$ cat src/i32div_pkg.sv
package i32div_pkg;

	localparam int unsigned DATA_WIDTH = 32;

	typedef logic [DATA_WIDTH-1:0] word_t;

	typedef enum logic [1:0] {
		OP_SDIV = 2'd0,
		OP_SREM = 2'd1,
		OP_UDIV = 2'd2,
		OP_UREM = 2'd3
	} op_t;

	typedef struct packed {
		word_t dividend;
		word_t divisor;
		op_t   opcode;
	} req_t;

	typedef struct packed {
		word_t result;
		logic  div_by_zero;
	} rsp_t;

	// One slot of the divide pipeline: partial remainder, dividend bits that
	// shift out at the top while quotient bits shift in at the bottom.
	typedef struct packed {
		word_t rem;
		word_t num;
		word_t den;
		logic  neg_q;
		logic  neg_r;
		logic  sel_rem;
		logic  dbz;
	} stage_t;

endpackage

$ cat src/i32div_step.sv
module i32div_step (
	input  i32div_pkg::stage_t stg_in,
	output i32div_pkg::stage_t stg_out
);
	import i32div_pkg::*;

	logic [DATA_WIDTH:0] full;
	logic [DATA_WIDTH:0] diff;
	logic                qbit;

	// Shift the next dividend bit in; the old top bit of rem is the extra
	// bit of the wide partial remainder.
	assign full = {stg_in.rem, stg_in.num[DATA_WIDTH-1]};
	assign diff = full - {1'b0, stg_in.den};
	assign qbit = ~diff[DATA_WIDTH];

	always_comb begin
		stg_out     = stg_in;
		stg_out.rem = qbit ? diff[DATA_WIDTH-1:0] : full[DATA_WIDTH-1:0];
		stg_out.num = {stg_in.num[DATA_WIDTH-2:0], qbit};
	end

endmodule

$ cat config.mk
export PLATFORM = sky130hd
export DESIGN_NAME = i32div_step
export DESIGN_NICKNAME = d
export VERILOG_FILES = /design/src/i32div_pkg.sv /design/src/i32div_step.sv
export SDC_FILE = /design/constraint.sdc
export NUM_CORES = 1
export LEC_CHECK = 0
export BUFFER_PORTS_ARGS = -buffer_cell sky130_fd_sc_hd__buf_2
export CORE_MARGIN = 2
export CORE_UTILIZATION = 45
export DETAILED_ROUTE_END_ITERATION = 16
export PLACE_DENSITY_LB_ADDON = 0.25
export SLEW_MARGIN = 20
export SYNTH_ARGS = -nofsm -noshare
export SYNTH_HDL_FRONTEND = slang
export SYNTH_SLANG_ARGS = --single-unit
$ cat constraint.sdc
create_clock -name vclk -period 4.47
set_input_delay 0 -clock vclk [all_inputs]
set_output_delay 0 -clock vclk [all_outputs]
set_load 0.005 [all_outputs]
==> out/qor.yml <==
syn2layout_area_growth_pct: 5.28
routed_via_density: 5.53
dieArea_mm2: 0.00725
row_count: 29
fillers: 682
grt_overflow: 0
cp-end-kind: "output port"
synth_xor_area_share_pct: 7.09
grt_max_degree: 29
rsz0062_at_grt: "false"
n_sequential_cell: 0
syn_inst: 428
drtIter0Drc: 142
crit_chain: "buf_2 -> inv_1 -> ha_1 -> a21oi_4 -> o211ai_1 -> a221o_1 -> a211o_1 -> o21a_1 -> o211ai_4 -> inv_2 -> mux2_4 -> buf_2"
finalMaxSlewViolations: 0
finalSetupViolCount: 0
multiInputGateArea_mm2: 0.00222
wl_per_cell_um: 13.8
seq_area_frac_synth_pct: 0
outcome: "finished, final reports clean"
fin_util_pct: 49.1
syn_area_mm2: 0.00296
period_minus_slack_ps: 3370
synthSimpleGateAreaFrac_pct: 17.5
hold_viol: 0
hold_slack_ps: 0.00185
routed_wl_um: 7610
drive_above_1_share_pct: 32.2
synth_mux_area_share_pct: 9.12
num_antenna_cells: 0
tns_ps: 0
firstDrtPassIters: 4
synth_top_area_cell: "buf_4"
p_leak_nw: 1.75
post-cts-setup-buffers: 0
cp_data_arrival_time_ps: 3370
initial_core_util_pct: 46.7
synth_cell_types: 49
syn_avg_cell_area_um2: 6.93
numPortBuffers: 130
fin_total_pwr_uw: 523
dpl.cell_count: 552
fmax_mhz: 297
synth_warnings: 0
nClkBuffers: 0
stdcell_count: 552
vias: 3055
synth_top_area_share_pct: 17.2
detail-route-antenna-nets: 0
crit_type: "in -> out"
cp.required_ps: 4470
synth_fa_ha_area_share_pct: 14.2
hp-class: "in -> out"
worst_pin_slew_ps: 732
relSlewSlack_pct: 51.0
max_cap_viol_count: 0
cp_common_cell: "buf_2"
yosys-top-cells-area: "buf_4 17%, ha_1 14%, mux2_4 9.1%"
hpwl_um: 6480
synth_top_family_by_area: "compound AO/OA/AOI/OAI gates"
cp_num_buf_inv: 4
p_per_area_mw_per_mm2: 168
cpPeakStageDelay_ps: 620
grt_use_total_pct: 19.4
coreArea_mm2: 0.00635
die_h_um: 85.2
ir_drop_v: 0.0000968
drc: 0
worst-path-max-fanout: 28
ff_latch_area_um2: 0
place_congestion: 0.851
cts-hold-fix-buffers: 0
crit_family: "compound AO/OA/AOI/OAI gates"
syn_nets: 561
grt_pass1_wl_um: 12100
grt_pass1_vias: 2742
synth-compound-area-share_pct: 26.9
crit_path_top_delay_cell: "o211ai_4"
cts_resized: 0
die_x_um: 85.2
cp-start-kind: "input port"
nNetsFinal: 610
min_period_over_period_pct: 75.3
io_pins: 200
antenna_found_initial: 0
==> metal layers <==
metal  track usage (%)  part of all wire, %  up-vias
met2              35.8                   49      122
met5                 0                    0        -
li1                  -                    -     1523
met3              1.17                  6.8       14
met4              2.60                  1.2        0
met1              25.4                   43     1396
==> where the power goes <==
group	internal, mW	total (mW)	switching, mW	leakage (nW)
clock network	0	0	0	0
logic	0.253	0.523	0.270	1.75
registers	0	0	0	0
total	0.253	0.523	0.270	1.75
==> worst paths after layout <==
path	cells after the start	startpoint	slack, ps	to
max	12	stg_in[20]	1100	stg_out[89]
min	0	stg_in[37]	0.002	stg_out[38]
==> metrics by stage <==
stage | setup slack (ps) | area, um2
2_1_floorplan | 2190 | 2960
3_3_place_gp | 1160 | 3120
3_5_place_dp | 1070 | 3120
4_1_cts | 1050 | 3120
5_1_grt | 853 | 3120
6_report | 1100 | 3120
==> cell usage after synthesis (6+ instances only) <==
master     n
a21o_1    15
a21oi_1   34
and3_1     6
buf_4     68
clkbuf_1  11
ha_1      32
inv_1     41
mux2_4    18
nand2_1   44
nand3_1   11
nand4_1    7
nor2_1    16
o211ai_1   8
o21a_1     6
o21ai_0   24
xnor2_1   14
xor2_1    10
==> cell families (layout without fill, tap and decap cells) <==
kind of cell	count (synthesis)	after routing
fa+ha+maj	33	33
mux	18	18
compound gates	120	120
simple gates	108	108
buf+inv	125	172
xor+xnor	24	24
==> layout make-up <==
class,count,share of cell area (%)
Multi-Input combinational cell,303,71.0
Tap cell,77,3.09
Timing Repair Buffer,130,20.9
Inverter,42,5.05
==> layout by cell type (no fill, tap or decap), drive strengths merged, types with 5 or more instances in the layout <==
cell / synthesis / routed
ha: 32 / 32
nand4: 7 / 7
mux2: 18 / 18
xor2: 10 / 10
xnor2: 14 / 14
o211ai: 9 / 9
o21bai: 5 / 5
o21ai: 24 / 24
and3: 6 / 6
a21o: 15 / 15
buf: 72 / 130
nand2b: 5 / 5
nand2: 44 / 44
nand3: 11 / 11
nor2: 16 / 16
o31ai: 5 / 5
inv: 42 / 42
nor2b: 5 / 5
a21oi: 36 / 36
o21a: 6 / 6
No activity file was read; power rests on OpenSTA's default activity.
