[config.mk]
export PLATFORM = sky130hd
export DESIGN_NAME = i32div_post
export DESIGN_NICKNAME = d
export VERILOG_FILES = /design/src/i32div_pkg.sv /design/src/i32div_post.sv
export SDC_FILE = /design/constraint.sdc
export NUM_CORES = 1
export LEC_CHECK = 0
export ABC_AREA = 1
export BUFFER_PORTS_ARGS = -buffer_cell sky130_fd_sc_hd__clkbuf_2
export CORE_MARGIN = 2
export CORE_UTILIZATION = 44
export DETAILED_ROUTE_END_ITERATION = 8
export PLACE_DENSITY = 0.85
export SETUP_SLACK_MARGIN = 0.3
export SKIP_LAST_GASP = 1
export SLEW_MARGIN = 5
export SYNTH_ARGS = -nofsm -noshare
export SYNTH_HDL_FRONTEND = slang
export SYNTH_SLANG_ARGS = --single-unit
export TNS_END_PERCENT = 1
[constraint.sdc]
create_clock -name vclk -period 1.55
set_input_delay 0.0775 -clock vclk [all_inputs]
set_output_delay 0.0775 -clock vclk [all_outputs]
set_load 0.02 [all_outputs]
[src/i32div_pkg.sv]
package i32div_pkg;

	localparam int unsigned DATA_WIDTH = 32;

	typedef logic [DATA_WIDTH-1:0] word_t;

	typedef enum logic [1:0] {
		OP_SDIV = 2'd0,
		OP_SREM = 2'd1,
		OP_UDIV = 2'd2,
		OP_UREM = 2'd3
	} op_t;

	typedef struct packed {
		word_t dividend;
		word_t divisor;
		op_t   opcode;
	} req_t;

	typedef struct packed {
		word_t result;
		logic  div_by_zero;
	} rsp_t;

	// One slot of the divide pipeline: partial remainder, dividend bits that
	// shift out at the top while quotient bits shift in at the bottom.
	typedef struct packed {
		word_t rem;
		word_t num;
		word_t den;
		logic  neg_q;
		logic  neg_r;
		logic  sel_rem;
		logic  dbz;
	} stage_t;

endpackage

[src/i32div_post.sv]
module i32div_post (
	input  i32div_pkg::stage_t stg,
	output i32div_pkg::rsp_t   rsp
);
	import i32div_pkg::*;

	word_t mag;
	logic  neg;

	assign mag = stg.sel_rem ? stg.rem : stg.num;
	assign neg = stg.sel_rem ? stg.neg_r : stg.neg_q;

	always_comb begin
		if (stg.dbz) begin
			rsp.result = '0;
		end else begin
			rsp.result = neg ? word_t'(-mag) : mag;
		end
		rsp.div_by_zero = stg.dbz;
	end

endmodule

==> metrics.md, run 1 <==
| Metric | Value |
|---|---|
| Failing checks | setup timing |
| Vias in the first global route | 3146 |
| Part of the cycle the worst path needs | 1.23 |
| Worst Path Required | 1.47 ns |
| Die Footprint | 0.00481 mm² |
| Sequential Area | 0 µm² |
| Fin util | 0.879 |
| Max Transition Viols Final | 0 |
| GRT Overall Usage | 0.327 |
| Worst hold slack | 0.461 ns |
| CP Launch Type | input port |
| DR vias | 3832 |
| P_sw | 798 µW |
| Gpl congestion | 0.988 |
| Hold_buf cts | 0 |
| Placed insts | 612 |
| Iteration-0 DRC count of the detailed router | 545 |
| RSZ-0062 raised after global routing | yes |
| Synthesized Nets | 532 |
| Worst setup margin | -0.354 ns |
| Post-layout minimum cycle time | 1.90 ns |
| Critical path type | in2out |
| Top Ports | 133 |
| Critical path arrival | 1.83 ns |
| Comb power frac | 1.000 |
| CP endpoint kind | primary output |
| Hold path depth | 2 |
| # port buffers | 101 |
| HP Start | stg[0] |
| VDD IR max | 279 µV |
| Area Growth Syn to Fin | 89.9% |
| Sw frac | 0.595 |
| Cell taking the most area after synthesis | nand2_1 |
| Worst-Margin Slew | 0.343 ns |
| Sequential share of power | 0 |
| First-pass GRT wire length | 13.5 mm |
| Leading cell type in the layout, fill and taps excluded | nand2_1 |
| Initial antenna violation count | 0 |
| Final Setup Violations | 29 |
| CP Launch Point | stg[1] |
| Pin count of the biggest net entering global routing | 29 |
| Core outline area | 0.00406 mm² |
| Via-to-Cell Ratio | 6.03 |
| Status | finished with violations |
| Worst Hold Class | in2out |
| Synth top area cells | nand2_1 38%, inv_1 14%, nor2_1 11%, o21ai_0 7.5%, a21oi_1 5.9% |
| Pwr/cell area | 376 mW/mm² |
| Die height | 69.4 µm |
| Sequential cell area fraction in the yosys report | 0 |
| Layout cell share with drive strength beyond 1 | 0.526 |
| Row count | 23 |
| Worst-path maximum fanout | 7 |
| WL final | 11.5 mm |
| Rel. slew slack | 0.769 |
| WHS Endpoint | rsp[0] |
| Final net count | 689 |
| Sequential cells | 0 |
| ANT cells | 0 |
| Leakage Power | 2.10 nW |
| Die X | 69.4 µm |
| Cells after Synth | 431 |
| Post-DP HPWL | 5.54 mm |
| Fin cells | 636 |
| Post-synth cell types | 27 |
| Share of the synthesized area in the top cell type | 0.375 |
| DRC Markers | 0 |
| MaxCap Viol Count | 0 |
| Mean post-synth cell area | 4.36 µm² |
| Fmax | 0.525 GHz |
| Final hold vios | 0 |
| CLK BUF | 0 |
| Most frequent cells in the layout | 134 x nand2_1, 82 x clkbuf_2, 70 x buf_4 |
| P_int | 544 µW |
| Post-DRT Antenna Nets | 0 |
| Drt pass-1 iters | 6 |
| Yosys Warn Count | 0 |
| Clock Power Share | 0 |
| Initial Util | 0.463 |
| Final global-route overflow total | 0 |
| Wire per inst | 18.1 µm |
| Synth Cell Area | 0.00188 mm² |
## synthesized netlist by cell type, types with 2 or more instances
cell type	instances
a21oi_1	22
buf_2	5
buf_4	3
buf_6	7
inv_1	68
nand2_1	188
nand2_2	7
nand3_1	13
nand3_2	2
nand4_1	4
nor2_1	57
nor2_2	6
o21ai_0	28
o21ai_1	7
o21ai_2	2
## worst max-delay path, cell delays in order
cell       delay [ns]
clkbuf_16        0.17
inv_16           0.08
buf_12           0.12
buf_8            0.13
o21ai_2          0.09
nor2_1           0.27
nand2_1          0.17
nor2_2           0.18
nand3_2          0.09
nand2_1          0.10
nand2_1          0.06
nand2_1          0.07
nor2_2           0.03
buf_2            0.15
## per-stage QoR
stage / worst slack (ns) / area, µm² / power, mW / setup TNS [ns]
2_1_floorplan: 0.00671 / 1960 / 0.581 / 0
3_3_place_gp: -0.361 / 2790 / 0.933 / -5.98
3_5_place_dp: -0.353 / 2790 / 0.951 / -6.88
4_1_cts: -0.0704 / 3190 / 1.09 / -1.14
5_1_grt: -0.562 / 3570 / 1.41 / -8.12
6_report: -0.354 / 3570 / 1.34 / -5.77
## layout make-up
cell class / count / area, µm²
Timing Repair inverter: 1 / 16.3
Tap cell: 50 / 62.6
Inverter: 71 / 285
Timing Repair Buffer: 171 / 1230
Fill cell: 207 / 489
Multi-Input combinational cell: 343 / 1970
## repair_timing
action	4_1_cts	5_1_grt
endpoints found under the setup margin	31	31
cloned	4	0
resized for setup	83	107
pin swaps	31	54
setup buffers	9	11
## power by group through the flow
stage / Combinational (mW) / Clock (mW) / Sequential [mW]
after floorplan: 0.581 / 0 / 0
after global placement: 0.933 / 0 / 0
after detailed placement: 0.951 / 0 / 0
after CTS: 1.09 / 0 / 0
after global routing: 1.41 / 0 / 0
final: 1.34 / 0 / 0
## worst max-delay path by stage
stage               endpoint  slack (ns)  depth (start not counted)
CTS                  rsp[32]       -0.07                         13
floorplan            rsp[21]       0.007                         14
global route         rsp[29]       -0.56                         14
finish               rsp[29]       -0.35                         14
detailed placement   rsp[16]       -0.35                         14
global placement     rsp[20]       -0.36                         14
## per-layer routing
metal  vias up  wire length (µm)  GRT usage
met1      1665              3920      0.397
li1       1612                 -          -
met4         0               987      0.153
met2       421              5140      0.562
met3       134              1460     0.0480
met5         -                 0          0
## kinds of logic after synthesis
family                     Yosys count  synth area share
AOI/OAI and AO/OA                   61             0.174
buffers and inverters               88             0.216
adders and majority gates            1           0.00666
and+or+nand+nor                    281             0.604
Power figures use the tool's default switching activity.
==> run 2: changes to the inputs <==
--- a/config.mk
+++ b/config.mk
@@ -5,10 +5,9 @@
 export SDC_FILE = /design/constraint.sdc
 export NUM_CORES = 1
 export LEC_CHECK = 0
-export ABC_AREA = 1
 export BUFFER_PORTS_ARGS = -buffer_cell sky130_fd_sc_hd__clkbuf_2
 export CORE_MARGIN = 2
-export CORE_UTILIZATION = 44
+export CORE_UTILIZATION = 43
 export DETAILED_ROUTE_END_ITERATION = 8
 export PLACE_DENSITY = 0.85
 export SETUP_SLACK_MARGIN = 0.3
==> run 2 against run 1 <==
  * The flow still finishes with violations (setup timing)
  * Utilization fell by 13 points
  * Power decreased by 27%
  * Synthesized cell count shrank 40%
  * Combinational power down 27%
  * Non-clock buffer count up 3
  * Count of clock-buffer cells in the layout stayed put
  * Critical path depth is 7 lower
  * Worst setup slack got worse by 0.48 ns
  * Via count decreased by 23%
  * Critical path type unchanged
  * Critical endpoint is now rsp[26]
  * Largest cell class unchanged
==> metrics.md, run 2 <==
| Metric | Value |
|---|---|
| Status | finished with violations |
| Failing checks | setup timing |
| Gpl congestion | 0.886 (-10%) |
| Cells after Synth | 259 (-40%) |
| Critical path arrival | 2.31 ns (+0.48 ns) |
| Row count | 23 (unchanged) |
| Slowest CP cell | a222oi_1 |
| WHS Endpoint | rsp[0] |
| CP Launch Type | input port |
| Slowest cell delay on critical path | 0.50 ns (+0.23 ns) |
| Most frequent cells in the layout | 96 x clkbuf_2, 71 x buf_4, 31 x mux2i_1 |
| Final Setup Violations | 29 (unchanged) |
| Post-synthesis simple-gate area fraction | 0.416 (-0.188) |
| RSZ-0062 raised after global routing | yes |
| # port buffers | 101 (unchanged) |
| Synthesized Nets | 360 (-32%) |
| Post-DP HPWL | 5.76 mm (+4.1%) |
| Die Footprint | 0.00464 mm² (-3.6%) |
| MaxCap Viol Count | 0 (unchanged) |
| Yosys Warn Count | 0 (unchanged) |
| Count leader, synth | mux2i_1 |
| Worst-path maximum fanout | 12 (+5) |
| Fin area | 0.00297 mm² (-17%) |
| Part of the cycle the worst path needs | 1.54 (+0.310) |
| Sequential cells | 0 (unchanged) |
| Share of the synthesized area in the top cell type | 0.181 (-0.194) |
| Iteration-0 DRC count of the detailed router | 308 (-43%) |
| Post-Synth XOR/XNOR Area | 0.0694 (+0.0694) |
| CP endpoint kind | primary output |
| Leading cell type in the layout, fill and taps excluded | clkbuf_2 |
| Die height | 68.1 µm (-1.8%) |
| WL final | 7.91 mm (-31%) |
| Pin count of the biggest net entering global routing | 27 (-6.9%) |
| Area Growth Syn to Fin | 68.3% |
| DR vias | 2959 (-23%) |
| Layout cell share with drive strength beyond 1 | 0.498 (-0.0280) |
| Placement Cell Area | 0.00284 mm² (+1.6%) |
| Initial Util | 0.445 (-0.0183) |
| Worst setup margin | -0.835 ns (-0.481 ns) |
| Total Power | 978 µW (-27%) |
| Combinational family with the most area after synthesis | simple AND/OR/NAND/NOR gates |
| Max Transition Viols Final | 0 (unchanged) |
| Worst Path Required | 1.47 ns (about the same) |
| Final net count | 517 (-25%) |
| Wire per inst | 17.0 µm (-5.8%) |
| Drt pass-1 iters | 5 (-1) |
| Worst hold slack | 0.521 ns (+0.0592 ns) |
| Filler Cells Inserted | 282 (+36%) |
| Final hold vios | 0 (unchanged) |
| Initial antenna violation count | 0 (unchanged) |
| Sequential cell area fraction in the yosys report | 0 (unchanged) |
| Worst-path cell chain | buf_16 > buf_4 > or3b_1 > a222oi_1 > nand4_1 > o311ai_0 > clkbuf_2 |
| Post-DRT Antenna Nets | 0 (unchanged) |
| CLK BUF | 0 (unchanged) |
| Final global-route overflow total | 0 (unchanged) |
| DRC Markers | 0 (unchanged) |
| Critical path type | in2out |
| Leakage Power | 1.45 nW (-31%) |
| Placed insts | 462 (-25%) |
| Worst Hold Class | in2out |
| Top cells by count, synth | 32 x mux2i_1, 25 x nor2_1, 20 x nor3_1 |
| Top Ports | 133 (unchanged) |
| First-pass GRT wire length | 10.8 mm (-20%) |
| Mean post-synth cell area | 6.82 µm² (+56%) |
| Worst-Margin Slew | 0.488 ns (+0.146 ns) |
| Cell taking the most area after synthesis | mux2i_1 |
| Post-synth cell types | 49 (+81%) |
| Rel. slew slack | 0.674 (-0.0947) |
| Die X | 68.1 µm (-1.8%) |
| Synth Cell Area | 0.00177 mm² (-6.0%) |
| Fmax | 0.419 GHz (-20%) |
| Vias in the first global route | 2562 (-19%) |
| Sequential Area | 0 µm² (unchanged) |
| VDD IR max | 164 µV (-41%) |
| Pwr/cell area | 329 mW/mm² (-13%) |
| Core outline area | 0.00397 mm² (-2.1%) |
| ANT cells | 0 (unchanged) |
| Synth top area cells | mux2i_1 18%, nor3_1 5.7%, nor2_1 5.3%, xor2_1 4.5%, mux2_2 3.8% |
| Post-synthesis mux area share | 0.232 (+0.232) |
| GRT Overall Usage | 0.292 (-0.0351) |
| Fin cells | 464 (-27%) |
| Via-to-Cell Ratio | 6.38 (+5.8%) |
| HP Start | stg[0] |
| Post-layout minimum cycle time | 2.38 ns (+0.481 ns) |
| Hold path depth | 2 (unchanged) |
| Synth Area in Compound Gates | 0.217 (+0.0437) |
| Post-synthesis adder-cell area fraction | 0.00708 (+0.000424) |
## run 2: cell count changes in the layout (fill, tap and decap cells not counted), sizes merged, moves of 19 or more
cell,previous run,this run
o21ai,38,5
nor3,1,20
nor2,63,25
mux2i,0,32
nand2,195,17
inv,72,3
## run 2: cell type report
type	count	area (µm²)	share of cell area
inverters	3	11.3	0.00379
multi-input cells	237	1760	0.593
well taps	50	62.6	0.0210
repair buffers	174	1140	0.382
## run 2: cell families after synthesis
kind of cell    Yosys count
xor+xnor                 14
buf+inv                  22
compound gates           53
fa+ha+maj                 1
simple gates            129
mux                      40
## run 2: metal layers
metal  global-route usage  vias to the layer above  wire length, µm
met5                    0                        -                0
met4                0.118                        0              395
li1                     -                     1328                -
met1                0.368                     1362             3110
met2                0.504                      212             3710
met3               0.0280                       57              694
## run 2: timing repair
item | in CTS | in global routing
endpoints found under the setup margin | 31 | 31
cloned | 0 | 1
gates resized for setup | 12 | 18
hold buffers | 0 | 0
pin swaps | 2 | 8
buffers inserted | 0 | 1
## run 2: through the flow
step | utilization | setup slack (ns) | setup TNS (ns)
5_1_grt | 0.749 | -0.861 | -18.06
4_1_cts | 0.726 | -0.762 | -14.83
3_3_place_gp | 0.714 | -0.966 | -19.98
2_1_floorplan | - | -1.27 | -21.14
6_report | 0.749 | -0.835 | -15.71
3_5_place_dp | 0.714 | -1.09 | -21.97
## run 2: worst max path at each step
stage | depth (start not counted) | start | endpoint | slack (ns)
3_5_place_dp | 8 | stg[1] | rsp[25] | -1.09
4_1_cts | 7 | stg[81] | rsp[21] | -0.76
3_3_place_gp | 7 | stg[1] | rsp[21] | -0.97
6_report | 7 | stg[1] | rsp[26] | -0.83
2_1_floorplan | 14 | stg[1] | rsp[25] | -1.27
5_1_grt | 8 | stg[1] | rsp[18] | -0.86
## run 2: critical path, delay by kind of cell
kind | cells | cell delay [ns]
compound gates | 2 | 0.96
buf+inv | 3 | 0.57
simple gates | 2 | 0.69
## run 2: report_power, final
part	internal [mW]	total (mW)	switching, mW	leakage, nW
Clock	0	0	0	0
Sequential	0	0	0	0
Combinational	0.453	0.978	0.525	1.45
==> run 3: changes to the inputs <==
--- a/config.mk
+++ b/config.mk
@@ -9,6 +9,7 @@
 export CORE_MARGIN = 2
 export CORE_UTILIZATION = 43
 export DETAILED_ROUTE_END_ITERATION = 8
+export GPL_TIMING_DRIVEN = 0
 export PLACE_DENSITY = 0.85
 export SETUP_SLACK_MARGIN = 0.3
 export SKIP_LAST_GASP = 1
==> constraint.sdc (replaced) <==
create_clock -name vclk -period 2.6
set_input_delay 0.13 -clock vclk [all_inputs]
set_output_delay 0.13 -clock vclk [all_outputs]
set_load 0.02 [all_outputs]
==> run 3 against run 2 <==
  * Hold slack got worse by 0.030 ns
  * Count of clock-buffer cells in the layout unchanged
  * Critical path depth increased by 9
  * Worst setup slack improved by 0.38 ns
  * Sequential share of layout area unchanged
  * The run still ends with setup timing left
  * Largest power group unchanged
  * Die area unchanged
  * Combinational power decreased by 45%
  * Critical path type unchanged
  * First-iteration DRC count decreased by 9.4%
  * Utilization decreased by 7.4 points
  * Power decreased by 45%
==> metrics.md, run 3 (synthesis gave the netlist of run 2 again) <==
| Metric | Value |
|---|---|
| Leading cell type in the layout, fill and taps excluded | clkbuf_2 |
| Leakage Power | 1.24 nW (-15%) |
| DRC Markers | 0 (unchanged) |
| Gpl congestion | 1.02 (+15%) |
| Initial Util | 0.445 (unchanged) |
| Multi-input gate area | 0.00178 mm² (+0.78%) |
| CP endpoint kind | primary output |
| Sequential Area | 0 µm² (unchanged) |
| Pin count of the biggest net entering global routing | 11 (-59%) |
| CP Launch Type | input port |
| Die X | 68.1 µm (unchanged) |
| Sequential cells | 0 (unchanged) |
| DR vias | 2639 (-11%) |
| Final global-route overflow total | 0 (unchanged) |
| Via-to-Cell Ratio | 6.24 (-2.2%) |
| Max Transition Viols Final | 0 (unchanged) |
| GRT Overall Usage | 0.282 (-0.0100) |
| Filler Cells Inserted | 351 (+24%) |
| Wire per inst | 16.6 µm (-2.4%) |
| Final Setup Violations | 24 (-17%) |
| Die height | 68.1 µm (unchanged) |
| Worst setup margin | -0.455 ns (+0.379 ns) |
| Top Ports | 133 (unchanged) |
| Slowest CP cell | or4b_4 |
| Post-layout minimum cycle time | 3.06 ns |
| Failing checks | setup timing |
| Part of the cycle the worst path needs | 1.18 |
| Rel. slew slack | 0.345 (-0.329) |
| Fmax | 0.327 GHz |
| # port buffers | 100 (-0.99%) |
| Pre-CTS setup slack | -0.974 ns (+0.112 ns) |
| Post-DRT Antenna Nets | 0 (unchanged) |
| Worst Path Required | 2.47 ns (+1.00 ns) |
| Die Footprint | 0.00464 mm² (unchanged) |
| First-pass GRT wire length | 10.1 mm (-6.1%) |
| Final hold vios | 0 (unchanged) |
| ANT cells | 0 (unchanged) |
| Iteration-0 DRC count of the detailed router | 279 (-9.4%) |
| VDD IR max | 93.0 µV (-43%) |
| RSZ-0062 raised after global routing | yes |
| Critical path arrival | 2.93 ns (+0.62 ns) |
| Worst-Margin Slew | 0.955 ns (+0.466 ns) |
| Layout cell share with drive strength beyond 1 | 0.399 (-0.0981) |
| WL final | 7.04 mm (-11%) |
| Status | finished with violations |
| Most frequent cells in the layout | 96 x clkbuf_2, 30 x mux2i_1, 25 x nor2_1 |
| Critical path type | in2out |
| Core outline area | 0.00397 mm² (unchanged) |
| Pwr/cell area | 200 mW/mm² (-39%) |
| Vias in the first global route | 2228 (-13%) |
| Row count | 23 (unchanged) |
| TNS Setup | -6.63 ns (+9.08 ns) |
| Slowest cell delay on critical path | 0.50 ns (about the same) |
| Post-DP HPWL | 5.15 mm (-11%) |
| Worst Hold Class | in2out |
| Drt pass-1 iters | 6 (+1) |
| CLK BUF | 0 (unchanged) |
| MaxCap Viol Count | 0 (unchanged) |
| Worst-path maximum fanout | 10 (-2) |
| Initial antenna violation count | 0 (unchanged) |
| Area Growth Syn to Fin | 51.8% |
| Worst-path cell chain | clkbuf_16 > buf_8 > buf_6 > buf_8 > buf_8 > buf_12 > buf_12 > buf_12 > mux2i_4 > ha_4 > o221ai_4 > or4b_4 > buf_6 > or4_1 > nand3_2 > clkbuf_8 |
| Final net count | 476 (-7.9%) |
## run 3: area by class of cell
type,instances,share of cell area
Timing Repair Buffer,114,0.244
Inverter,3,0.00420
Multi-Input combinational cell,237,0.663
Buffer,19,0.0658
Tap cell,50,0.0233
## run 3: where the power goes
group | switching [mW] | internal, mW | total (mW)
combinational | 0.301 | 0.235 | 0.536
clock | 0 | 0 | 0
sequential | 0 | 0 | 0
## run 3: path summary, 6_finish.rpt
kind,startpoint,end,slack [ns],cells after the start
worst max-delay path,stg[1],rsp[29],-0.46,16
worst min-delay path,stg[0],rsp[0],0.49,2
## run 3: critical path: cells and delay by family
kind                       cells  cell delay, ns
buffers and inverters         10            1.24
and+or+nand+nor                3            1.07
muxes                          1            0.19
adders and majority gates      1            0.19
AOI/OAI and AO/OA              1            0.11
## run 3: metrics by stage
step	instance area (µm²)	total power, mW	instances	utilization	hold slack, ns
6_report	2680	0.536	423	0.675	0.491
3_5_place_dp	2430	0.477	409	0.613	0.486
4_1_cts	2620	0.513	422	0.660	0.486
2_1_floorplan	1870	0.309	259	-	0.373
5_1_grt	2680	0.576	423	0.675	0.506
3_3_place_gp	2430	0.472	409	0.613	0.486
## run 3: metal layers
layer	wire length, µm	part of all wire	GRT usage	vias to the layer above
met4	157	0.022	0.0900	0
met3	702	0.10	0.0164	17
li1	-	-	-	1239
met2	3330	0.47	0.466	169
met5	0	0	0	-
met1	2850	0.41	0.387	1214
## run 3: timing repair
action	CTS	global route
pin swaps	1	2
gates resized for setup	18	10
hold buffers	0	0
buffers inserted	13	1
endpoints found under the setup margin	31	30
endpoints found under the hold margin	0	0
