File: src/i32div_pkg.sv
package i32div_pkg;

	localparam int unsigned DATA_WIDTH = 32;

	typedef logic [DATA_WIDTH-1:0] word_t;

	typedef enum logic [1:0] {
		OP_SDIV = 2'd0,
		OP_SREM = 2'd1,
		OP_UDIV = 2'd2,
		OP_UREM = 2'd3
	} op_t;

	typedef struct packed {
		word_t dividend;
		word_t divisor;
		op_t   opcode;
	} req_t;

	typedef struct packed {
		word_t result;
		logic  div_by_zero;
	} rsp_t;

	// One slot of the divide pipeline: partial remainder, dividend bits that
	// shift out at the top while quotient bits shift in at the bottom.
	typedef struct packed {
		word_t rem;
		word_t num;
		word_t den;
		logic  neg_q;
		logic  neg_r;
		logic  sel_rem;
		logic  dbz;
	} stage_t;

endpackage

File: src/i32div_pre.sv
module i32div_pre (
	input  i32div_pkg::req_t   req,
	output i32div_pkg::stage_t stg
);
	import i32div_pkg::*;

	logic  is_signed;
	logic  sel_rem;
	logic  na;
	logic  nb;
	word_t ma;
	word_t mb;

	always_comb begin
		unique case (req.opcode)
			OP_SDIV: begin
				is_signed = 1'b1;
				sel_rem   = 1'b0;
			end
			OP_SREM: begin
				is_signed = 1'b1;
				sel_rem   = 1'b1;
			end
			OP_UDIV: begin
				is_signed = 1'b0;
				sel_rem   = 1'b0;
			end
			OP_UREM: begin
				is_signed = 1'b0;
				sel_rem   = 1'b1;
			end
			default: begin
				is_signed = 1'b0;
				sel_rem   = 1'b0;
			end
		endcase
	end

	// Take magnitudes in signed modes; fix signs at the end of the pipe.
	assign na = is_signed & req.dividend[DATA_WIDTH-1];
	assign nb = is_signed & req.divisor[DATA_WIDTH-1];
	assign ma = na ? word_t'(-req.dividend) : req.dividend;
	assign mb = nb ? word_t'(-req.divisor) : req.divisor;

	always_comb begin
		stg.rem     = '0;
		stg.num     = ma;
		stg.den     = mb;
		stg.neg_q   = na ^ nb;
		stg.neg_r   = na;
		stg.sel_rem = sel_rem;
		stg.dbz     = (req.divisor == '0);
	end

endmodule

File: config.mk
export PLATFORM = sky130hd
export DESIGN_NAME = i32div_pre
export DESIGN_NICKNAME = d
export VERILOG_FILES = /design/src/i32div_pkg.sv /design/src/i32div_pre.sv
export SDC_FILE = /design/constraint.sdc
export NUM_CORES = 1
export LEC_CHECK = 0
export BUFFER_PORTS_ARGS = -buffer_cell sky130_fd_sc_hd__buf_2
export CORE_MARGIN = 2
export CORE_UTILIZATION = 39
export DETAILED_ROUTE_END_ITERATION = 12
export PLACE_DENSITY = 0.86
export SYNTH_ARGS = -nofsm -noshare
export SYNTH_HDL_FRONTEND = slang
export SYNTH_SLANG_ARGS = --single-unit
File: constraint.sdc
create_clock -name vclk -period 3.35
set_clock_uncertainty 0.05 [all_clocks]
set_input_delay 0.5025 -clock vclk [all_inputs]
set_output_delay 0.5025 -clock vclk [all_outputs]
set_load 0.03 [all_outputs]
==> flow_results.xml, run 1 <==
<?xml version="1.0" encoding="UTF-8"?>
<metrics>
  <group name="place">
    <metric name="dpl-instance-area" unit="um^2">2280</metric>
    <metric name="finalWeightedCongestion" unit="">0.825</metric>
    <metric name="io_buffers" unit="">132</metric>
    <metric name="dpl.hpwl" unit="mm">4.59</metric>
  </group>
  <group name="floorplan">
    <metric name="die-area" unit="um^2">4960</metric>
    <metric name="height_of_the_chip" unit="um">70.4</metric>
    <metric name="floorplan.initialDensity" unit="%">40.0</metric>
    <metric name="placeableCoreArea" unit="um^2">4290</metric>
    <metric name="chip_width" unit="um">70.4</metric>
    <metric name="fp-row-count" unit="">24</metric>
    <metric name="num_io_pins" unit="">166</metric>
  </group>
  <group name="worst_setup_path">
    <metric name="peak_per_stage_delay_on_the_critical_path" unit="ns">0.69</metric>
    <metric name="timing.critical_path.mode_cell" unit="">sky130_fd_sc_hd__buf_2</metric>
    <metric name="required" unit="ns">2.80</metric>
    <metric name="crit_chain" unit="">buf_2 &gt; or4_4 &gt; or4_1 &gt; o31ai_1 &gt; xnor2_1 &gt; buf_2</metric>
    <metric name="critPathLaunch" unit="">req[20]</metric>
    <metric name="critical_path_peak_fanout" unit="">8</metric>
    <metric name="worstPathArrival" unit="ns">2.65</metric>
    <metric name="critPathKind" unit="">in -&gt; out</metric>
    <metric name="critPathSlowestCell" unit="">sky130_fd_sc_hd__or4_1</metric>
    <metric name="setup.worst_path.end_class" unit="">output port</metric>
    <metric name="startpoint_type" unit="">input pin</metric>
  </group>
  <group name="synthesis">
    <metric name="synth_cell_type_count" unit="">33</metric>
    <metric name="synth-seq-area-share" unit="%">0</metric>
    <metric name="synthesis.area_per_instance" unit="um^2">6.96</metric>
    <metric name="synthCells" unit="">247</metric>
    <metric name="yosys-top-cells-count" unit="">sky130_fd_sc_hd__buf_4 (37), sky130_fd_sc_hd__xnor2_1 (37), sky130_fd_sc_hd__xor2_1 (22)</metric>
    <metric name="synthesis.area" unit="um^2">1720</metric>
    <metric name="synth_top_cell_area_share" unit="%">18.9</metric>
    <metric name="synth-warning-count" unit="">0</metric>
    <metric name="ys_top_cells_by_area" unit="">sky130_fd_sc_hd__xnor2_1 (19%), sky130_fd_sc_hd__buf_4 (16%), sky130_fd_sc_hd__xor2_1 (11%), sky130_fd_sc_hd__o31ai_1 (5.7%), sky130_fd_sc_hd__a31oi_1 (4.0%)</metric>
    <metric name="library_cell_occupying_the_most_area_in_the_post_synthesis_netlist" unit="">sky130_fd_sc_hd__xnor2_1</metric>
  </group>
  <group name="global_routing">
    <metric name="antenna_found_initial" unit="">0</metric>
    <metric name="grt_util_met2" unit="%">37.7</metric>
    <metric name="grt_max_degree" unit="">25</metric>
    <metric name="gr-total-overflow" unit="">0</metric>
    <metric name="grt_first_pass_wirelength" unit="mm">8.39</metric>
    <metric name="globalRouteTotalUtil" unit="%">19.5</metric>
    <metric name="globalRoute.busiestLayer" unit="">met2</metric>
    <metric name="grt_util_met1" unit="%">22.0</metric>
    <metric name="grt_pass1_vias" unit="">1946</metric>
    <metric name="globalRouteMet3Util" unit="%">2.74</metric>
  </group>
  <group name="detailed_routing">
    <metric name="drt_first_iter_violations" unit="">90</metric>
    <metric name="wl_per_cell" unit="um">12.7</metric>
    <metric name="via_count" unit="">2218</metric>
    <metric name="drt_pass1_iterations" unit="">5</metric>
    <metric name="drtAntennaViolNets" unit="">0</metric>
    <metric name="vias_per_cell" unit="">5.29</metric>
    <metric name="detail_route.drc_violations" unit="">0</metric>
    <metric name="detail_route.wirelength" unit="mm">5.34</metric>
  </group>
  <group name="cts">
    <metric name="ctsResizeCount" unit="">0</metric>
    <metric name="hold_buffers_post_cts" unit="">0</metric>
    <metric name="cts.repair_timing.setup_buffer_count" unit="">0</metric>
  </group>
  <group name="cells_and_area">
    <metric name="num-clock-buffers" unit="">0</metric>
    <metric name="seq_cells" unit="">0</metric>
    <metric name="final_cell_area" unit="um^2">2280</metric>
    <metric name="regArea" unit="um^2">0</metric>
    <metric name="syn2layout_area_growth" unit="%">32.5</metric>
    <metric name="layout.nets" unit="">437</metric>
    <metric name="drive_above_1_share" unit="%">38.7</metric>
    <metric name="multi_input_area" unit="um^2">1490</metric>
    <metric name="filler_cell_count" unit="">438</metric>
    <metric name="insertedDiodeCount" unit="">0</metric>
  </group>
  <group name="timing">
    <metric name="maxClockFrequency" unit="GHz">0.312</metric>
    <metric name="worst_pin_slew" unit="ns">0.691</metric>
    <metric name="timing.setup.tns" unit="ns">0</metric>
    <metric name="timing_hold_violations_final" unit="">0</metric>
    <metric name="post-route-min-period" unit="ns">3.20</metric>
    <metric name="rsz_0062_raised_after_global_routing" unit="">no</metric>
    <metric name="period_utilisation_layout" unit="%">95.6</metric>
    <metric name="slew_headroom" unit="%">53.5</metric>
    <metric name="report.final.setup_viol" unit="">0</metric>
    <metric name="slew_viol_final" unit="">0</metric>
  </group>
  <group name="min_path">
    <metric name="hold_path_class" unit="">in -&gt; out</metric>
    <metric name="hp-start" unit="">req[0]</metric>
  </group>
  <group name="pwr">
    <metric name="vdd.ir_drop.worst" unit="V">0.000135</metric>
    <metric name="fin_total_pwr" unit="mW">0.488</metric>
    <metric name="power.density" unit="nW/um^2">214</metric>
    <metric name="p_leak" unit="nW">1.10</metric>
  </group>
  <group name="flow_run">
    <metric name="cap_violations" unit="">0</metric>
  </group>
  <group name="status">
    <metric name="status" unit="">completed</metric>
  </group>
</metrics>
-- metrics by stage --
step / hold WS, ns / cells / setup slack, ns / util, %
detailed placement: 0.955 / 419 / 0.173 / 53.1
global route: 0.955 / 419 / 0.0449 / 53.1
floorplan: 1.07 / 278 / 0.152 / -
global placement: 0.955 / 419 / 0.207 / 53.1
CTS: 0.955 / 419 / 0.161 / 53.1
finish: 0.955 / 419 / 0.147 / 53.1
-- layout by cell type (no fill, tap or decap) --
cell type                  synthesis  final
sky130_fd_sc_hd__nand4b_1          2      2
sky130_fd_sc_hd__nand2_1           6      6
sky130_fd_sc_hd__ha_1              2      2
sky130_fd_sc_hd__nor3_1            8      8
sky130_fd_sc_hd__conb_1            1     32
sky130_fd_sc_hd__o41ai_2           1      1
sky130_fd_sc_hd__inv_1             7      7
sky130_fd_sc_hd__o31ai_1          13     13
sky130_fd_sc_hd__nand3_1           3      3
sky130_fd_sc_hd__o41ai_1           6      6
sky130_fd_sc_hd__nand2b_1          3      3
sky130_fd_sc_hd__nor2b_1           3      3
sky130_fd_sc_hd__and3_1            2      2
sky130_fd_sc_hd__xnor2_1          37     37
sky130_fd_sc_hd__o21a_1            2      2
sky130_fd_sc_hd__or4_4             1      1
sky130_fd_sc_hd__buf_4            37      5
sky130_fd_sc_hd__nor4_1           10     10
sky130_fd_sc_hd__nor2_1           16     16
sky130_fd_sc_hd__o21ai_0          12     12
sky130_fd_sc_hd__or4_1             6      6
sky130_fd_sc_hd__buf_2             1    132
sky130_fd_sc_hd__a31oi_1          11     11
sky130_fd_sc_hd__and2_1            1      1
sky130_fd_sc_hd__or3_1             7      7
sky130_fd_sc_hd__o41ai_4           2      2
sky130_fd_sc_hd__nand4_1           3      3
sky130_fd_sc_hd__a21oi_1           9      9
sky130_fd_sc_hd__nor4b_1           2      2
sky130_fd_sc_hd__xor2_1           22     22
sky130_fd_sc_hd__or2_2             1      1
-- final cells by class --
cell class	instances	area share (%)
Inverter	7	1.15
Tap cell	52	2.86
Timing Repair Buffer	137	30.6
Multi-Input combinational cell	223	65.3
-- routing by layer --
layer,part of all wire [%],vias to the layer above
met2,51,129
met4,2.3,0
met5,0,-
li1,-,1070
met1,37,1005
met3,9.5,14
-- critical path: cells and delay by family --
| kind | cells | cell delay [ns] |
|---|---|---|
| AOI/OAI and AO/OA | 1 | 0.42 |
| xor gates and xnor gates | 1 | 0.16 |
| buffers and inverters | 2 | 0.32 |
| and+or+nand+nor | 2 | 1.24 |
-- cells by family (layout without fill, tap and decap cells) --
logic type / Yosys count / after routing / synth area share [%]
AOI/OAI and AO/OA: 56 / 56 / 23.9
xor gates and xnor gates: 59 / 59 / 30.1
adders and majority gates: 2 / 2 / 1.46
buffers and inverters: 55 / 144 / 20.2
other: 1 / 32 / 0.218
and+or+nand+nor: 74 / 74 / 24.2
-- worst paths after layout --
path | end | slack (ns) | cells after the start
max | stg[32] | 0.15 | 6
min | stg[1] | 0.96 | 0
-- report_power, final --
| group | total (mW) | switching, mW | internal (mW) |
|---|---|---|---|
| Combinational | 0.488 | 0.343 | 0.145 |
| Sequential | 0 | 0 | 0 |
| Clock | 0 | 0 | 0 |
| Total | 0.488 | 0.343 | 0.145 |
Power figures use the tool's default switching activity.
==> run 2: changes to the inputs <==
- clock period: 3.35 -> 3.4 ns (I/O delays scaled with it)
==> flow_results.xml, run 2 (same netlist as run 1, synthesis figures left out) <==
<?xml version="1.0" encoding="UTF-8"?>
<metrics>
  <group name="timing">
    <metric name="slew_viol_final" unit="">0</metric>
    <metric name="rsz_0062_raised_after_global_routing" unit="">no</metric>
    <metric name="post-route-min-period" unit="ns">3.21</metric>
    <metric name="timing.setup.tns" unit="ns">0</metric>
    <metric name="period_utilisation_layout" unit="%">94.3</metric>
    <metric name="report.final.setup_viol" unit="">0</metric>
    <metric name="slew_headroom" unit="%">55.1</metric>
    <metric name="worst_pin_slew" unit="ns">0.668</metric>
    <metric name="maxClockFrequency" unit="GHz">0.312</metric>
    <metric name="timing_hold_violations_final" unit="">0</metric>
  </group>
  <group name="cells_and_area">
    <metric name="regArea" unit="um^2">0</metric>
    <metric name="filler_cell_count" unit="">429</metric>
    <metric name="commonest_non_fill_non_tap_cell_in_the_layout" unit="">sky130_fd_sc_hd__buf_2</metric>
    <metric name="num-clock-buffers" unit="">0</metric>
    <metric name="syn2layout_area_growth" unit="%">32.1</metric>
    <metric name="insertedDiodeCount" unit="">0</metric>
    <metric name="multi_input_area" unit="um^2">1490</metric>
    <metric name="layout.nets" unit="">436</metric>
    <metric name="final_cell_mix" unit="">sky130_fd_sc_hd__buf_2 (132), sky130_fd_sc_hd__xnor2_1 (37), sky130_fd_sc_hd__conb_1 (32)</metric>
    <metric name="seq_cells" unit="">0</metric>
    <metric name="drive_above_1_share" unit="%">38.5</metric>
  </group>
  <group name="detailed_routing">
    <metric name="drt_pass1_iterations" unit="">4</metric>
    <metric name="vias_per_cell" unit="">5.28</metric>
    <metric name="via_count" unit="">2207</metric>
    <metric name="wl_per_cell" unit="um">12.8</metric>
    <metric name="drt_first_iter_violations" unit="">77</metric>
    <metric name="detail_route.drc_violations" unit="">0</metric>
    <metric name="detail_route.wirelength" unit="mm">5.37</metric>
    <metric name="drtAntennaViolNets" unit="">0</metric>
  </group>
  <group name="status">
    <metric name="status" unit="">completed</metric>
  </group>
  <group name="worst_setup_path">
    <metric name="crit_chain" unit="">buf_2 &gt; or4_4 &gt; or4_1 &gt; o31ai_1 &gt; xnor2_1 &gt; buf_2</metric>
    <metric name="critPathKind" unit="">in -&gt; out</metric>
    <metric name="critical_path_peak_fanout" unit="">8</metric>
    <metric name="setup.worst_path.end_class" unit="">output port</metric>
    <metric name="required" unit="ns">2.84</metric>
    <metric name="critPathLaunch" unit="">req[20]</metric>
    <metric name="critPathSlowestCell" unit="">sky130_fd_sc_hd__or4_1</metric>
    <metric name="worstPathArrival" unit="ns">2.65</metric>
    <metric name="peak_per_stage_delay_on_the_critical_path" unit="ns">0.69</metric>
    <metric name="startpoint_type" unit="">input pin</metric>
    <metric name="timing.critical_path.mode_cell" unit="">sky130_fd_sc_hd__buf_2</metric>
  </group>
  <group name="pwr">
    <metric name="p_clk_share" unit="%">0</metric>
    <metric name="combPwrFrac" unit="%">100.0</metric>
    <metric name="sequentialPowerShare" unit="%">0</metric>
    <metric name="intPower" unit="mW">0.142</metric>
    <metric name="fin_total_pwr" unit="mW">0.480</metric>
    <metric name="vdd.ir_drop.worst" unit="V">0.000133</metric>
    <metric name="p_leak" unit="nW">1.09</metric>
    <metric name="power.switching" unit="mW">0.338</metric>
    <metric name="power.density" unit="nW/um^2">211</metric>
    <metric name="power.switching_fraction" unit="%">70.4</metric>
  </group>
  <group name="min_path">
    <metric name="hold_path_class" unit="">in -&gt; out</metric>
    <metric name="hp-start" unit="">req[0]</metric>
  </group>
  <group name="cts">
    <metric name="ctsResizeCount" unit="">0</metric>
    <metric name="hold_buffers_post_cts" unit="">0</metric>
    <metric name="cts.repair_timing.setup_buffer_count" unit="">0</metric>
  </group>
  <group name="floorplan">
    <metric name="placeableCoreArea" unit="um^2">4290</metric>
    <metric name="height_of_the_chip" unit="um">70.4</metric>
    <metric name="die-area" unit="um^2">4960</metric>
    <metric name="fp-row-count" unit="">24</metric>
    <metric name="floorplan.initialDensity" unit="%">40.0</metric>
    <metric name="num_io_pins" unit="">166</metric>
    <metric name="chip_width" unit="um">70.4</metric>
  </group>
  <group name="global_routing">
    <metric name="grt_pass1_vias" unit="">1904</metric>
    <metric name="grt_max_degree" unit="">25</metric>
    <metric name="gr-total-overflow" unit="">0</metric>
    <metric name="antenna_found_initial" unit="">0</metric>
    <metric name="globalRouteTotalUtil" unit="%">19.6</metric>
    <metric name="grt_first_pass_wirelength" unit="mm">8.44</metric>
  </group>
  <group name="place">
    <metric name="io_buffers" unit="">132</metric>
    <metric name="dpl.hpwl" unit="mm">4.54</metric>
    <metric name="finalWeightedCongestion" unit="">0.848</metric>
  </group>
  <group name="flow_run">
    <metric name="cap_violations" unit="">0</metric>
  </group>
</metrics>
[run 2: routing by layer]
metal  global-route usage, %  routed length, um
met4                    1.28                 27
met5                       0                  0
met2                    37.9               2840
met1                    23.4               2030
met3                    2.74                473
[run 2: worst max-delay path, delay by kind of cell]
kind / cells / cell delay (ns)
xor+xnor: 1 / 0.16
buf+inv: 2 / 0.32
simple gates: 2 / 1.24
compound gates: 1 / 0.40
[run 2: worst paths after layout]
check	endpoint	slack, ns	cells past startpoint
max	stg[32]	0.19	6
min	stg[1]	0.97	0
[run 2: final cells by class]
class | instances | share of cell area (%)
inverter | 7 | 1.16
timing repair buffer | 136 | 30.4
multi-input combinational | 223 | 65.6
tap | 52 | 2.87
[run 2: through the flow]
stage	util [%]	setup slack [ns]	std cells	hold WS, ns	cell area (um^2)
final	52.9	0.195	418	0.970	2270
after global routing	52.9	0.0830	418	0.970	2270
after CTS	52.9	0.186	418	0.970	2270
after detailed placement	52.9	0.201	418	0.970	2270
after global placement	52.9	0.240	418	0.970	2270
after floorplan	-	0.187	278	1.08	1840
[run 2: power groups by stage]
| stage | clock, mW | combinational (mW) | sequential [mW] |
|---|---|---|---|
| floorplan | 0 | 0.358 | 0 |
| global placement | 0 | 0.473 | 0 |
| detailed placement | 0 | 0.479 | 0 |
| CTS | 0 | 0.480 | 0 |
| global route | 0 | 0.509 | 0 |
| finish | 0 | 0.480 | 0 |
==> run 3: changes to the inputs <==
- CELL_PAD_IN_SITES_DETAIL_PLACEMENT: default -> 0
- CELL_PAD_IN_SITES_GLOBAL_PLACEMENT: default -> 1
- CORE_UTILIZATION: 39 -> 24
- PLACE_DENSITY: 0.86 -> 0.85
- SLEW_MARGIN: default -> 10
==> flow_results.xml, run 3 (same netlist as run 1, synthesis figures left out) <==
<?xml version="1.0" encoding="UTF-8"?>
<metrics>
  <group name="status">
    <metric name="status" unit="">completed</metric>
  </group>
  <group name="place">
    <metric name="dpl-instance-area" unit="um^2">2360</metric>
    <metric name="place.detailed.instances" unit="">466</metric>
    <metric name="io_buffers" unit="">132</metric>
    <metric name="finalWeightedCongestion" unit="">0.820</metric>
    <metric name="dpl.hpwl" unit="mm">4.73</metric>
  </group>
  <group name="cells_and_area">
    <metric name="seq_cells" unit="">0</metric>
    <metric name="postLayoutCoreUtil" unit="%">34.3</metric>
    <metric name="final_cell_mix" unit="">sky130_fd_sc_hd__buf_2 (132), sky130_fd_sc_hd__xnor2_1 (37), sky130_fd_sc_hd__conb_1 (32)</metric>
    <metric name="final_cells" unit="">466</metric>
    <metric name="regArea" unit="um^2">0</metric>
    <metric name="layout.nets" unit="">440</metric>
    <metric name="drive_above_1_share" unit="%">39.2</metric>
    <metric name="insertedDiodeCount" unit="">0</metric>
    <metric name="num-clock-buffers" unit="">0</metric>
    <metric name="commonest_non_fill_non_tap_cell_in_the_layout" unit="">sky130_fd_sc_hd__buf_2</metric>
    <metric name="syn2layout_area_growth" unit="%">37.0</metric>
    <metric name="final_cell_area" unit="um^2">2360</metric>
  </group>
  <group name="worst_setup_path">
    <metric name="timing.critical_path.mode_cell" unit="">sky130_fd_sc_hd__buf_2</metric>
    <metric name="peak_per_stage_delay_on_the_critical_path" unit="ns">0.71</metric>
    <metric name="required" unit="ns">2.84</metric>
    <metric name="critical_path_peak_fanout" unit="">8</metric>
    <metric name="worstSetupPathDepth" unit="">6</metric>
    <metric name="critPathKind" unit="">in -&gt; out</metric>
    <metric name="critPathBufInv" unit="">2</metric>
    <metric name="setup.worst_path.end_class" unit="">output port</metric>
    <metric name="worstPathArrival" unit="ns">2.69</metric>
    <metric name="timing.critical_path.max_delay_family" unit="">simple AND/OR/NAND/NOR gates</metric>
    <metric name="critPathLaunch" unit="">req[20]</metric>
    <metric name="critPathSlowestCell" unit="">sky130_fd_sc_hd__or4_1</metric>
    <metric name="startpoint_type" unit="">input pin</metric>
    <metric name="crit_chain" unit="">buf_2 &gt; or4_4 &gt; or4_1 &gt; nor4_1 &gt; o21a_1 &gt; buf_2</metric>
  </group>
  <group name="timing">
    <metric name="slew_headroom" unit="%">53.8</metric>
    <metric name="timing.setup.tns" unit="ns">0</metric>
    <metric name="period_utilisation_layout" unit="%">95.5</metric>
    <metric name="report.final.setup_viol" unit="">0</metric>
    <metric name="post-route-min-period" unit="ns">3.25</metric>
    <metric name="rsz_0062_raised_after_global_routing" unit="">no</metric>
    <metric name="worst_pin_slew" unit="ns">0.686</metric>
    <metric name="maxClockFrequency" unit="GHz">0.308</metric>
    <metric name="slew_viol_final" unit="">0</metric>
    <metric name="timing_hold_violations_final" unit="">0</metric>
  </group>
  <group name="pwr">
    <metric name="sequentialPowerShare" unit="%">0</metric>
    <metric name="vdd.ir_drop.worst" unit="V">0.0000724</metric>
    <metric name="intPower" unit="mW">0.144</metric>
    <metric name="power.density" unit="nW/um^2">203</metric>
    <metric name="power.switching" unit="mW">0.335</metric>
    <metric name="combPwrFrac" unit="%">100.0</metric>
    <metric name="p_clk_share" unit="%">0</metric>
    <metric name="p_leak" unit="nW">1.11</metric>
    <metric name="fin_total_pwr" unit="mW">0.479</metric>
    <metric name="power.switching_fraction" unit="%">69.9</metric>
  </group>
  <group name="min_path">
    <metric name="hold_path_class" unit="">in -&gt; out</metric>
    <metric name="hp-start" unit="">req[0]</metric>
    <metric name="whs_path_depth" unit="">0</metric>
  </group>
  <group name="detailed_routing">
    <metric name="vias_per_cell" unit="">4.61</metric>
    <metric name="met2_wirelength" unit="mm">2.88</metric>
    <metric name="drt_pass1_iterations" unit="">4</metric>
    <metric name="m1WireLength" unit="mm">2.17</metric>
    <metric name="wl_per_cell" unit="um">11.6</metric>
    <metric name="met3_wirelength" unit="um">367</metric>
    <metric name="detail_route.wirelength" unit="mm">5.42</metric>
    <metric name="detail_route.drc_violations" unit="">0</metric>
    <metric name="highest_layer" unit="">met3</metric>
    <metric name="drt_first_iter_violations" unit="">74</metric>
    <metric name="via_count" unit="">2149</metric>
    <metric name="drtAntennaViolNets" unit="">0</metric>
  </group>
  <group name="cts">
    <metric name="ctsResizeCount" unit="">0</metric>
    <metric name="cts.repair_timing.setup_buffer_count" unit="">0</metric>
    <metric name="hold_buffers_post_cts" unit="">0</metric>
  </group>
  <group name="floorplan">
    <metric name="die-area" unit="um^2">7860</metric>
    <metric name="height_of_the_chip" unit="um">88.6</metric>
    <metric name="num_io_pins" unit="">166</metric>
    <metric name="floorplan.initialDensity" unit="%">25.0</metric>
    <metric name="fp-row-count" unit="">30</metric>
    <metric name="chip_width" unit="um">88.6</metric>
    <metric name="placeableCoreArea" unit="um^2">6870</metric>
  </group>
  <group name="global_routing">
    <metric name="grt_pass1_vias" unit="">1830</metric>
    <metric name="antenna_found_initial" unit="">0</metric>
    <metric name="globalRouteTotalUtil" unit="%">12.0</metric>
    <metric name="gr-total-overflow" unit="">0</metric>
    <metric name="grt_max_degree" unit="">25</metric>
    <metric name="grt_first_pass_wirelength" unit="mm">7.98</metric>
  </group>
  <group name="flow_run">
    <metric name="cap_violations" unit="">0</metric>
  </group>
</metrics>
run 3: area by class of cell:
type | instances | area (um^2)
Fill cell | 760 | 4510
Multi-Input combinational cell | 223 | 1490
Timing Repair Buffer | 140 | 721
Tap cell | 96 | 120
Inverter | 7 | 26.3
run 3: layer usage:
layer,vias to the layer above,GRT usage (%)
met5,-,0
met4,0,0.138
met3,0,0.560
met2,88,24.3
met1,987,14.7
li1,1074,-
run 3: power by group through the flow:
stage               combinational (mW)  clock, mW  sequential (mW)
global placement                 0.478          0                0
detailed placement               0.481          0                0
global route                     0.512          0                0
floorplan                        0.358          0                0
CTS                              0.482          0                0
finish                           0.479          0                0
run 3: path summary, 6_finish.rpt:
path	endpoint
setup / recovery	stg[35]
hold / removal	stg[1]
run 3: through the flow:
step	setup slack [ns]	hold WS (ns)
after floorplan	0.187	1.08
after global placement	0.199	0.970
after detailed placement	0.160	0.970
after CTS	0.161	0.970
after global routing	0.0890	0.970
final	0.155	0.970
